`src/lfu_pkg.sv`:
```
// Shared types and constants for the LFU cache with LRU tie-break.
// Used by lfu_mem, lfu_scan and the top level lfu_cache_lru_tiebreak.
`default_nettype none

package lfu_pkg;

	localparam int ENTRIES = 64;
	localparam int IDX_W   = (ENTRIES > 1) ? $clog2(ENTRIES) : 1;
	localparam int OCC_W   = $clog2(ENTRIES + 1);
	localparam int CAP_W   = 7;
	localparam int CMP_W   = (OCC_W > CAP_W) ? OCC_W : CAP_W;
	localparam int KEY_W   = 32;
	localparam int VAL_W   = 32;
	localparam int COUNT_W = 32;
	localparam int STAMP_W = 64;

	localparam logic [CAP_W-1:0] CAP_RESET = CAP_W'(64);

	localparam logic [0:0] ACT_GET = 1'b0;
	localparam logic [0:0] ACT_PUT = 1'b1;

	// one entry row of the memory
	typedef struct packed {
		logic [KEY_W-1:0]   key;
		logic [VAL_W-1:0]   value;
		logic [COUNT_W-1:0] count;
		logic [STAMP_W-1:0] stamp;
	} row_t;

	// what one walk over the entries found
	typedef struct packed {
		logic               hit;
		logic [IDX_W-1:0]   hit_idx;
		logic [VAL_W-1:0]   hit_value;
		logic [COUNT_W-1:0] hit_count;
		logic               vic;
		logic [IDX_W-1:0]   vic_idx;
		logic               free;
		logic [IDX_W-1:0]   free_idx;
	} scan_res_t;

	typedef enum logic [1:0] {
		ST_IDLE,
		ST_SCAN,
		ST_WB
	} st_t;

endpackage

`default_nettype wire

```
`src/lfu_scan.sv`:
```
// Walk tracker: folds the stream of read rows into key match, LFU/LRU victim
// and first free slot. Depends on lfu_pkg.
`default_nettype none

module lfu_scan (
	input  wire logic                      clk,
	input  wire logic                      arst_n,
	input  wire logic                      start,
	input  wire logic                      chk,
	input  wire logic [lfu_pkg::IDX_W-1:0] idx,
	input  wire logic                      vld,
	input  wire lfu_pkg::row_t             row,
	input  wire logic [lfu_pkg::KEY_W-1:0] key,
	output lfu_pkg::scan_res_t             res
);
	import lfu_pkg::*;

	logic               hit_q, vic_q, free_q;
	logic [IDX_W-1:0]   hit_idx_q, vic_idx_q, free_idx_q;
	logic [VAL_W-1:0]   hit_value_q;
	logic [COUNT_W-1:0] hit_count_q, vic_count_q;
	logic [STAMP_W-1:0] vic_stamp_q;
	logic               take_hit, take_vic, take_free, older;

	// lower count wins; on equal count the older stamp wins
	assign older = (row.count < vic_count_q) ||
		((row.count == vic_count_q) && (row.stamp < vic_stamp_q));
	assign take_hit  = chk && vld && !hit_q && (row.key == key);
	assign take_vic  = chk && vld && (!vic_q || older);
	assign take_free = chk && !vld && !free_q;

	always_ff @(posedge clk or negedge arst_n) begin
		if (!arst_n) begin
			hit_q  <= 1'b0;
			vic_q  <= 1'b0;
			free_q <= 1'b0;
		end else if (start) begin
			hit_q  <= 1'b0;
			vic_q  <= 1'b0;
			free_q <= 1'b0;
		end else begin
			if (take_hit)  hit_q  <= 1'b1;
			if (take_vic)  vic_q  <= 1'b1;
			if (take_free) free_q <= 1'b1;
		end
	end

	always_ff @(posedge clk) begin
		if (take_hit) begin
			hit_idx_q   <= idx;
			hit_value_q <= row.value;
			hit_count_q <= row.count;
		end
		if (take_vic) begin
			vic_idx_q   <= idx;
			vic_count_q <= row.count;
			vic_stamp_q <= row.stamp;
		end
		if (take_free) begin
			free_idx_q <= idx;
		end
	end

	always_comb begin
		res.hit       = hit_q;
		res.hit_idx   = hit_idx_q;
		res.hit_value = hit_value_q;
		res.hit_count = hit_count_q;
		res.vic       = vic_q;
		res.vic_idx   = vic_idx_q;
		res.free      = free_q;
		res.free_idx  = free_idx_q;
	end

endmodule

`default_nettype wire

```
`config.mk`:
```
export PLATFORM = sky130hd
export DESIGN_NAME = lfu_scan
export DESIGN_NICKNAME = d
export VERILOG_FILES = /design/src/lfu_pkg.sv /design/src/lfu_scan.sv
export SDC_FILE = /design/constraint.sdc
export NUM_CORES = 1
export LEC_CHECK = 0
export BUFFER_PORTS_ARGS = -buffer_cell sky130_fd_sc_hd__buf_2
export CAP_MARGIN = 20
export CORE_MARGIN = 2
export CORE_UTILIZATION = 40
export DETAILED_ROUTE_END_ITERATION = 8
export GPL_TIMING_DRIVEN = 0
export PLACE_DENSITY_LB_ADDON = 0.05
export SLEW_MARGIN = 10
export SYNTH_ARGS = -nofsm -noshare
export SYNTH_HDL_FRONTEND = slang
export SYNTH_SLANG_ARGS = --single-unit
```
`constraint.sdc`:
```
create_clock -name clk -period 6 [get_ports clk]
set_input_delay 1.5 -clock clk [delete_from_list [all_inputs] [get_ports clk]]
set_output_delay 1.5 -clock clk [all_outputs]
set_load 0.01 [all_outputs]
```
==> results of run 1 <==
[stage by stage]
step / hold WS, ps / cells
2_1_floorplan: 486 / 574
3_3_place_gp: 507 / 1131
3_5_place_dp: 528 / 1133
4_1_cts: 544 / 1165
5_1_grt: 564 / 1167
6_report: 535 / 1167
[where the power goes]
| group | internal, W | total, W | switching (W) | leakage [nW] |
|---|---|---|---|---|
| combinational | 0.000147 | 0.000320 | 0.000172 | 2.83 |
| clock | 0.000559 | 0.00108 | 0.000523 | 0.284 |
| sequential | 0.00145 | 0.00147 | 0.0000132 | 1.69 |
| total | 0.00216 | 0.00287 | 0.000708 | 4.80 |
[layer usage]
metal	vias up	wire length (µm)
li1	2748	-
met5	-	27
met1	2567	7440
met3	24	1400
met2	189	8950
met4	4	240
[worst min-delay path by stage]
stage               startpoint  endpoint
finish                  free_q    free_q
global route             hit_q     hit_q
CTS                     free_q    free_q
detailed placement      free_q    free_q
global placement        free_q    free_q
floorplan               free_q    free_q
[logic make-up after synthesis]
logic type / count (synthesis)
DFF: 181
buffers and inverters: 100
adders and majority gates: 95
and+or+nand+nor: 84
AOI/OAI and AO/OA: 82
xor gates and xnor gates: 32
[worst max-delay path: cells and delay by family]
kind / cells / cell delay [ps]
buffers and inverters: 2 / 480
adders and majority gates: 1 / 280
and+or+nand+nor: 2 / 410
AOI/OAI and AO/OA: 3 / 1360
[registers in the layout (all words and copies together), names as in the netlist]
| register | cells |
|---|---|
| vic_stamp_q | 64 |
| vic_q | 1 |
| vic_idx_q | 6 |
| hit_value_q | 32 |
| hit_idx_q | 6 |
| free_idx_q | 6 |
| free_q | 1 |
| hit_count_q | 32 |
| vic_count_q | 32 |
| hit_q | 1 |
[final cells by class]
class	instances	area, µm²	area share (%)
diodes	2	5.00	0.0468
repair buffers	289	1490	14.0
clock inverters	15	160	1.50
inverters	97	364	3.41
plain buffers	3	22.5	0.211
clock buffers	17	425	3.98
flip-flops and latches	181	5420	50.7
multi-input cells	293	2460	23.0
well taps	270	338	3.16
[cells in the mapped netlist (2+ instances only)]
master | number | area (µm²)
nor3_1 | 7 | 35.0
inv_1 | 97 | 364
xnor2_1 | 28 | 245
a21oi_1 | 34 | 170
nand2_1 | 12 | 45.0
nor2b_1 | 2 | 12.5
nor4_1 | 6 | 37.5
buf_4 | 3 | 22.5
nor2_1 | 10 | 37.5
nand4_1 | 30 | 188
a211oi_1 | 4 | 30.0
o211ai_1 | 3 | 22.5
ha_1 | 95 | 1190
xor2_1 | 4 | 35.0
nand3_1 | 9 | 45.0
o21ai_0 | 10 | 50.1
o21a_1 | 5 | 37.5
a21o_1 | 14 | 105
dfrtp_1 | 3 | 75.1
edfxtp_1 | 178 | 5350
[layout by cell type, fill, tap and decap left out, types with 2 or more instances in the layout]
master,count
buf_2,287
o21a_1,5
xor2_1,4
nor2b_1,2
buf_4,3
dfrtp_1,3
inv_1,97
nand3_1,9
nand2_1,12
o211ai_1,3
nor2_1,10
buf_16,2
a211oi_1,4
inv_8,5
nor3_1,7
clkbuf_16,17
nand4_1,30
a21oi_1,34
nor4_1,6
clkinv_8,2
clkinv_4,4
o21ai_0,10
edfxtp_1,178
diode_2,2
a21o_1,14
xnor2_1,28
ha_1,95
==> summary.md, run 1 <==
| Metric | Value |
|---|---|
| Status | complete, no violations |
| GRT Residual Overflow | 0 |
| Ports | 288 |
| Post-synthesis mux area share | 0% |
| Layout cell share with drive strength beyond 1 | 36.6% |
| Site Rows | 52 |
| Main synth FF type | edfxtp_1 |
| WL final | 18100 µm |
| Final hold vios | 0 |
| Drt initial violations | 181 |
| Leakage | approximately 4.8 nW |
| Global Route met3 Usage | 5.12% |
| Bufs on Longest Clock Path | 2 |
| Setup TNS | 0 ps |
| Number of port buffers | 287 |
| FILL cells | roughly 1800 |
| Power per Cell Area | 268 nW/µm² |
| Clock slew seen by the registers of the worst setup and hold paths | 70 ps |
| Path type of the worst setup path | in -> reg |
| First-pass GRT wire length | 28700 µm |
| # H-tree levels | 4 |
| Syn_nets | 872 |
| CTS sink cnt | 181 |
| CP Cell Sequence | buf_2 > ha_1 > a2111oi_0 > nor4_1 > o311ai_1 > and3_1 > o22a_4 > buf_16 |
| Distinct cells, synth | 40 |
| Sequential share of the synthesized area | approximately 66% |
| Die height | 148 µm |
| DRT Pass-1 Iters | 5 |
| Setup crit end | vic_stamp_q[42] |
| Tmin final | 3980 ps |
| Area Overhead vs Synth | 29.4% |
| Root buf cell | clkbuf_16 |
| Worst setup margin | 2020 ps |
| Final #Nets | about 1200 |
| Syn Std Cell Area | between 8000 and 9000 µm² |
| Skew-Pair Late Insertion Delay | 420 ps |
| Post-DP HPWL | 14200 µm |
| Worst Setup Start Kind | input port |
| Final Slew Violations | 0 |
| Final Cycle Share | 66.3% |
| Die area | 21800 µm² |
| Cell count after synthesis | 574 |
| Initial antenna violation count | 6 |
| R2R cell count | 8 |
| DRC viols | 0 |
| Worst-Margin Slew | 936 ps |
| Starting density of the core | 40.8% |
| Largest family of logic cells by synthesized area | adder cells |
| Crit-path max FO | 62 |
| Simple-gate area share of the yosys netlist | 5.59% |
| Peak VDD IR | between 0.15 and 0.2 mV |
| Synth Area in Compound Gates | 6.30% |
| Xor-xnor portion of the synthesized cell area | 3.39% |
| WL/cell | around 15 µm |
| Critical path required time | 6090 ps |
| Met1 usage | 20.1% |
| R2R setup slack | 2850 ps |
| Max Cap Viol | 0 |
| Final core utilization | 52.8% |
| RSZ-0062 raised after global routing | false |
| Worst R2R End | vic_stamp_q[42] |
| Yosys warns | 0 |
| Hold/Removal Path Class | reg -> reg |
| Flops & latches, synth | 181 |
| Post-CTS sizing | 0 |
| Die width | 148 µm |
| Power, Total | 0.00287 W |
| Min-Delay Path Depth | 2 |
| TritonCTS clock tree | yes |
| CP max stage delay | approximately 560 ps |
| Placed cell area | a little over 10000 µm² |
| Mean post-synth cell area | 14.4 µm² |
| Antenna-violating nets left | 0 |
| Slew HR | a little under two fifths |
| Core Area | 20200 µm² |
| Critical Path Slowest Stage Cell | o22a_4 |
| GPL Wtd Cong | a little over 0.8 |
| Setup crit end kind | flip-flop |
| Worst slack, placed | 1530 ps |
| Vias | 5532 |
| GRT Max-Usage Layer | met2 |
| GR Layer Usage met2 | 29.0% |
| EDFF count, synth | between 150 and 200 |
| CTS Buf Count | 17 |
| Reg-to-Reg Start | vic_stamp_q[1] |
| Ys async rst share | 1.66% |
| Final setup fails | 0 |
| Design Area, Final | about 11000 µm² |
| Largest net degree at the start of global routing | 63 |
| Adder-cell share of the synthesized area | 14.4% |
| Clock Skew | 11.2 ps |
| Peak Freq | 0.251 GHz |
| Crit path from | row[1] |
| Post-CTS Setup Inserts | 0 |
| Number of global-route vias before repair | 5821 |
| Crit path arrival time | 4070 ps |
| GRT Overall Usage | 16.8% |
| DR vias/cell | 4.74 |
| CTS Hold Bufs | 0 |
(Power assumes the default switching activity.)
==> inputs of run 2 (changes only) <==
==> constraint.sdc (replaced) <==
create_clock -name clk -period 3.3 [get_ports clk]
set_input_delay 0.825 -clock clk [delete_from_list [all_inputs] [get_ports clk]]
set_output_delay 0.825 -clock clk [all_outputs]
set_load 0.01 [all_outputs]
==> run 2 against run 1 <==
  * Critical path depth rose by 1
  * Design area increased by 0.39%
  * Flip-flop and latch count unchanged
  * Register-to-register slack lost 2500 ps
  * Non-clock buffer count increased by 1
  * Sequential power is 82% higher
  * Highest routed layer unchanged
  * Critical path type unchanged
==> summary.md, run 2 (same netlist as run 1, synthesis figures left out) <==
| Metric | Value |
|---|---|
| Core Area | 20200 µm² (unchanged) |
| Initial antenna violation count | 5 (-1) |
| Max FFs per register | 64 (unchanged) |
| Ports | 288 (unchanged) |
| Crit-path max FO | 50 (-19%) |
| Largest register by flop count | vic_stamp_q |
| Largest net degree at the start of global routing | 51 (-19%) |
| Tmin final | 3120 ps |
| GPL Wtd Cong | 0.931 (+14%) |
| Area Overhead vs Synth | 29.9% |
| Die area | 21800 µm² (unchanged) |
| TritonCTS clock tree | yes |
| Power per Cell Area | 493 nW/µm² (+84%) |
| Skew-Pair Late Insertion Delay | 440 ps (+20 ps) |
| Vias | 5668 (+2.5%) |
| Placed cell area | 10100 µm² (about the same) |
| Peak Freq | 0.320 GHz |
| Crit path from | row[30] |
| Worst slack, placed | -632 ps (-2160 ps) |
| # H-tree levels | 4 (unchanged) |
| Slew HR | 62.3% (+25 points) |
| DRC viols | 0 (unchanged) |
| Worst-Margin Slew | 565 ps (-371 ps) |
| Max Cap Viol | 0 (unchanged) |
| Crit path arrival time | 3260 ps (-810 ps) |
| Number of global-route vias before repair | 5998 (+3.0%) |
| GRT Residual Overflow | 0 (unchanged) |
| RSZ-0062 raised after global routing | false |
| CTS Buf Count | 17 (unchanged) |
| Final Slew Violations | 0 (unchanged) |
| CP bufs+invs | 2 (unchanged) |
| Antenna-violating nets left | 0 (unchanged) |
| Clock slew seen by the registers of the worst setup and hold paths | 70 ps (about the same) |
| DRT Pass-1 Iters | 5 (unchanged) |
| Most frequent cells in the layout | buf_2, edfxtp_1, inv_1 |
| Critical Path Slowest Stage Cell | or4_1 |
| Peak VDD IR | 0.368 mV (+110%) |
| WL final | 18600 µm (+2.8%) |
| Clock Skew | 29.6 ps (+18.4 ps) |
| Final hold vios | 0 (unchanged) |
| Final Cycle Share | 94.6% |
| Die width | 148 µm (unchanged) |
| Most common cell after layout, fill and taps aside | buf_2 |
| CTS sink cnt | 181 (unchanged) |
| Bufs on Longest Clock Path | 2 (unchanged) |
| Final setup fails | 0 (unchanged) |
| Path type of the worst setup path | in -> reg |
| WL/cell | 15.9 µm (+2.5%) |
| Setup crit end kind | flip-flop |
| Worst path top cell family by delay | simple AND/OR/NAND/NOR gates |
| Drt initial violations | 220 (+22%) |
| Root buf cell | clkbuf_16 |
| Worst Setup Start Kind | input port |
| Post-DP HPWL | 14300 µm (+0.50%) |
| Final #Nets | 1183 (+0.25%) |
| Status | complete, no violations |
| Power, Total | 0.00529 W (+84%) |
| Layout cell share with drive strength beyond 1 | 37.1% (+0.43 points) |
| Reg-to-Reg Start | vic_stamp_q[31] |
| Site Rows | 52 (unchanged) |
| FILL cells | 1836 (+3.8%) |
| CP Cell Sequence | buf_2 > ha_1 > nand4_2 > or4_1 > a31oi_1 > o311ai_1 > and3_1 > o22a_4 > buf_16 |
| CP max stage delay | 610 ps (+50 ps) |
| Hold/Removal Path Class | in -> async |
| Die height | 148 µm (unchanged) |
| DR vias/cell | 4.84 (+2.1%) |
| Starting density of the core | 40.8% (unchanged) |
| Worst setup margin | 178 ps (-1840 ps) |
| Design Area, Final | 10700 µm² (+0.39%) |
| First-pass GRT wire length | 29200 µm (+1.8%) |
| Number of port buffers | 287 (unchanged) |
| Leakage | 4.81 nW (+0.19%) |
| GRT Overall Usage | 17.3% (+0.45 points) |
| Critical path required time | 3440 ps (-2650 ps) |
run 2: path summary, 6_finish.rpt:
check	slack, ps	depth (start not counted)	endpoint
worst max-delay path	180	9	vic_stamp_q[34]
worst min-delay path	180	1	free_q
worst max register to register	310	9	vic_stamp_q[34]
worst min register to register	530	2	free_q
max in group asynchronous	3010	1	hit_q
min in group clk	530	2	free_q
run 2: timing repair:
action,4_1_cts,5_1_grt
gates cloned,2,0
hold buffers,0,0
buffers inserted,0,0
setup endpoints to repair,50,50
endpoints found under the hold margin,0,0
pin swaps,1,0
gates resized for setup,2,2
run 2: cell type report:
type	instances	area (µm²)	share of cell area (%)
antenna	3	7.51	0.0700
buffer	3	22.5	0.210
clock buffer	18	429	4.00
clock inverter	14	159	1.48
inverter	97	364	3.39
multi-input combinational	295	2500	23.3
sequential	181	5420	50.5
tap	270	338	3.15
timing repair buffer	290	1490	13.9
run 2: where the power goes:
| group | switching (W) | total (W) | internal, W |
|---|---|---|---|
| logic | 0.000321 | 0.000593 | 0.000272 |
| clock network | 0.000951 | 0.00203 | 0.00108 |
| registers | 0.0000242 | 0.00267 | 0.00264 |
run 2: worst register-to-register path: cells and delay by family, from the launching register on:
| family | cells | cell delay, ps |
|---|---|---|
| simple gates | 3 | 1050 |
| fa+ha+maj | 1 | 300 |
| compound gates | 3 | 670 |
| flops | 1 | 330 |
| buf+inv | 2 | 280 |
run 2: metal layers:
metal | global-route usage (%) | routed length, µm | part of all wire (%)
met1 | 20.6 | 7690 | 41
met2 | 29.6 | 9180 | 49
met3 | 5.68 | 1300 | 7.0
met4 | 5.72 | 356 | 1.9
met5 | 0 | 38 | 0.20
run 2: per-stage QoR:
stage | std cells | setup TNS, ps | hold slack [ps] | util [%]
after floorplan | 574 | 0 | 486 | -
after global placement | 1131 | -96900 | 519 | 49.6
after detailed placement | 1134 | -47700 | 526 | 49.9
after CTS | 1168 | 0 | 164 | 53.0
after global routing | 1170 | 0 | 162 | 53.0
final | 1171 | 0 | 177 | 53.0
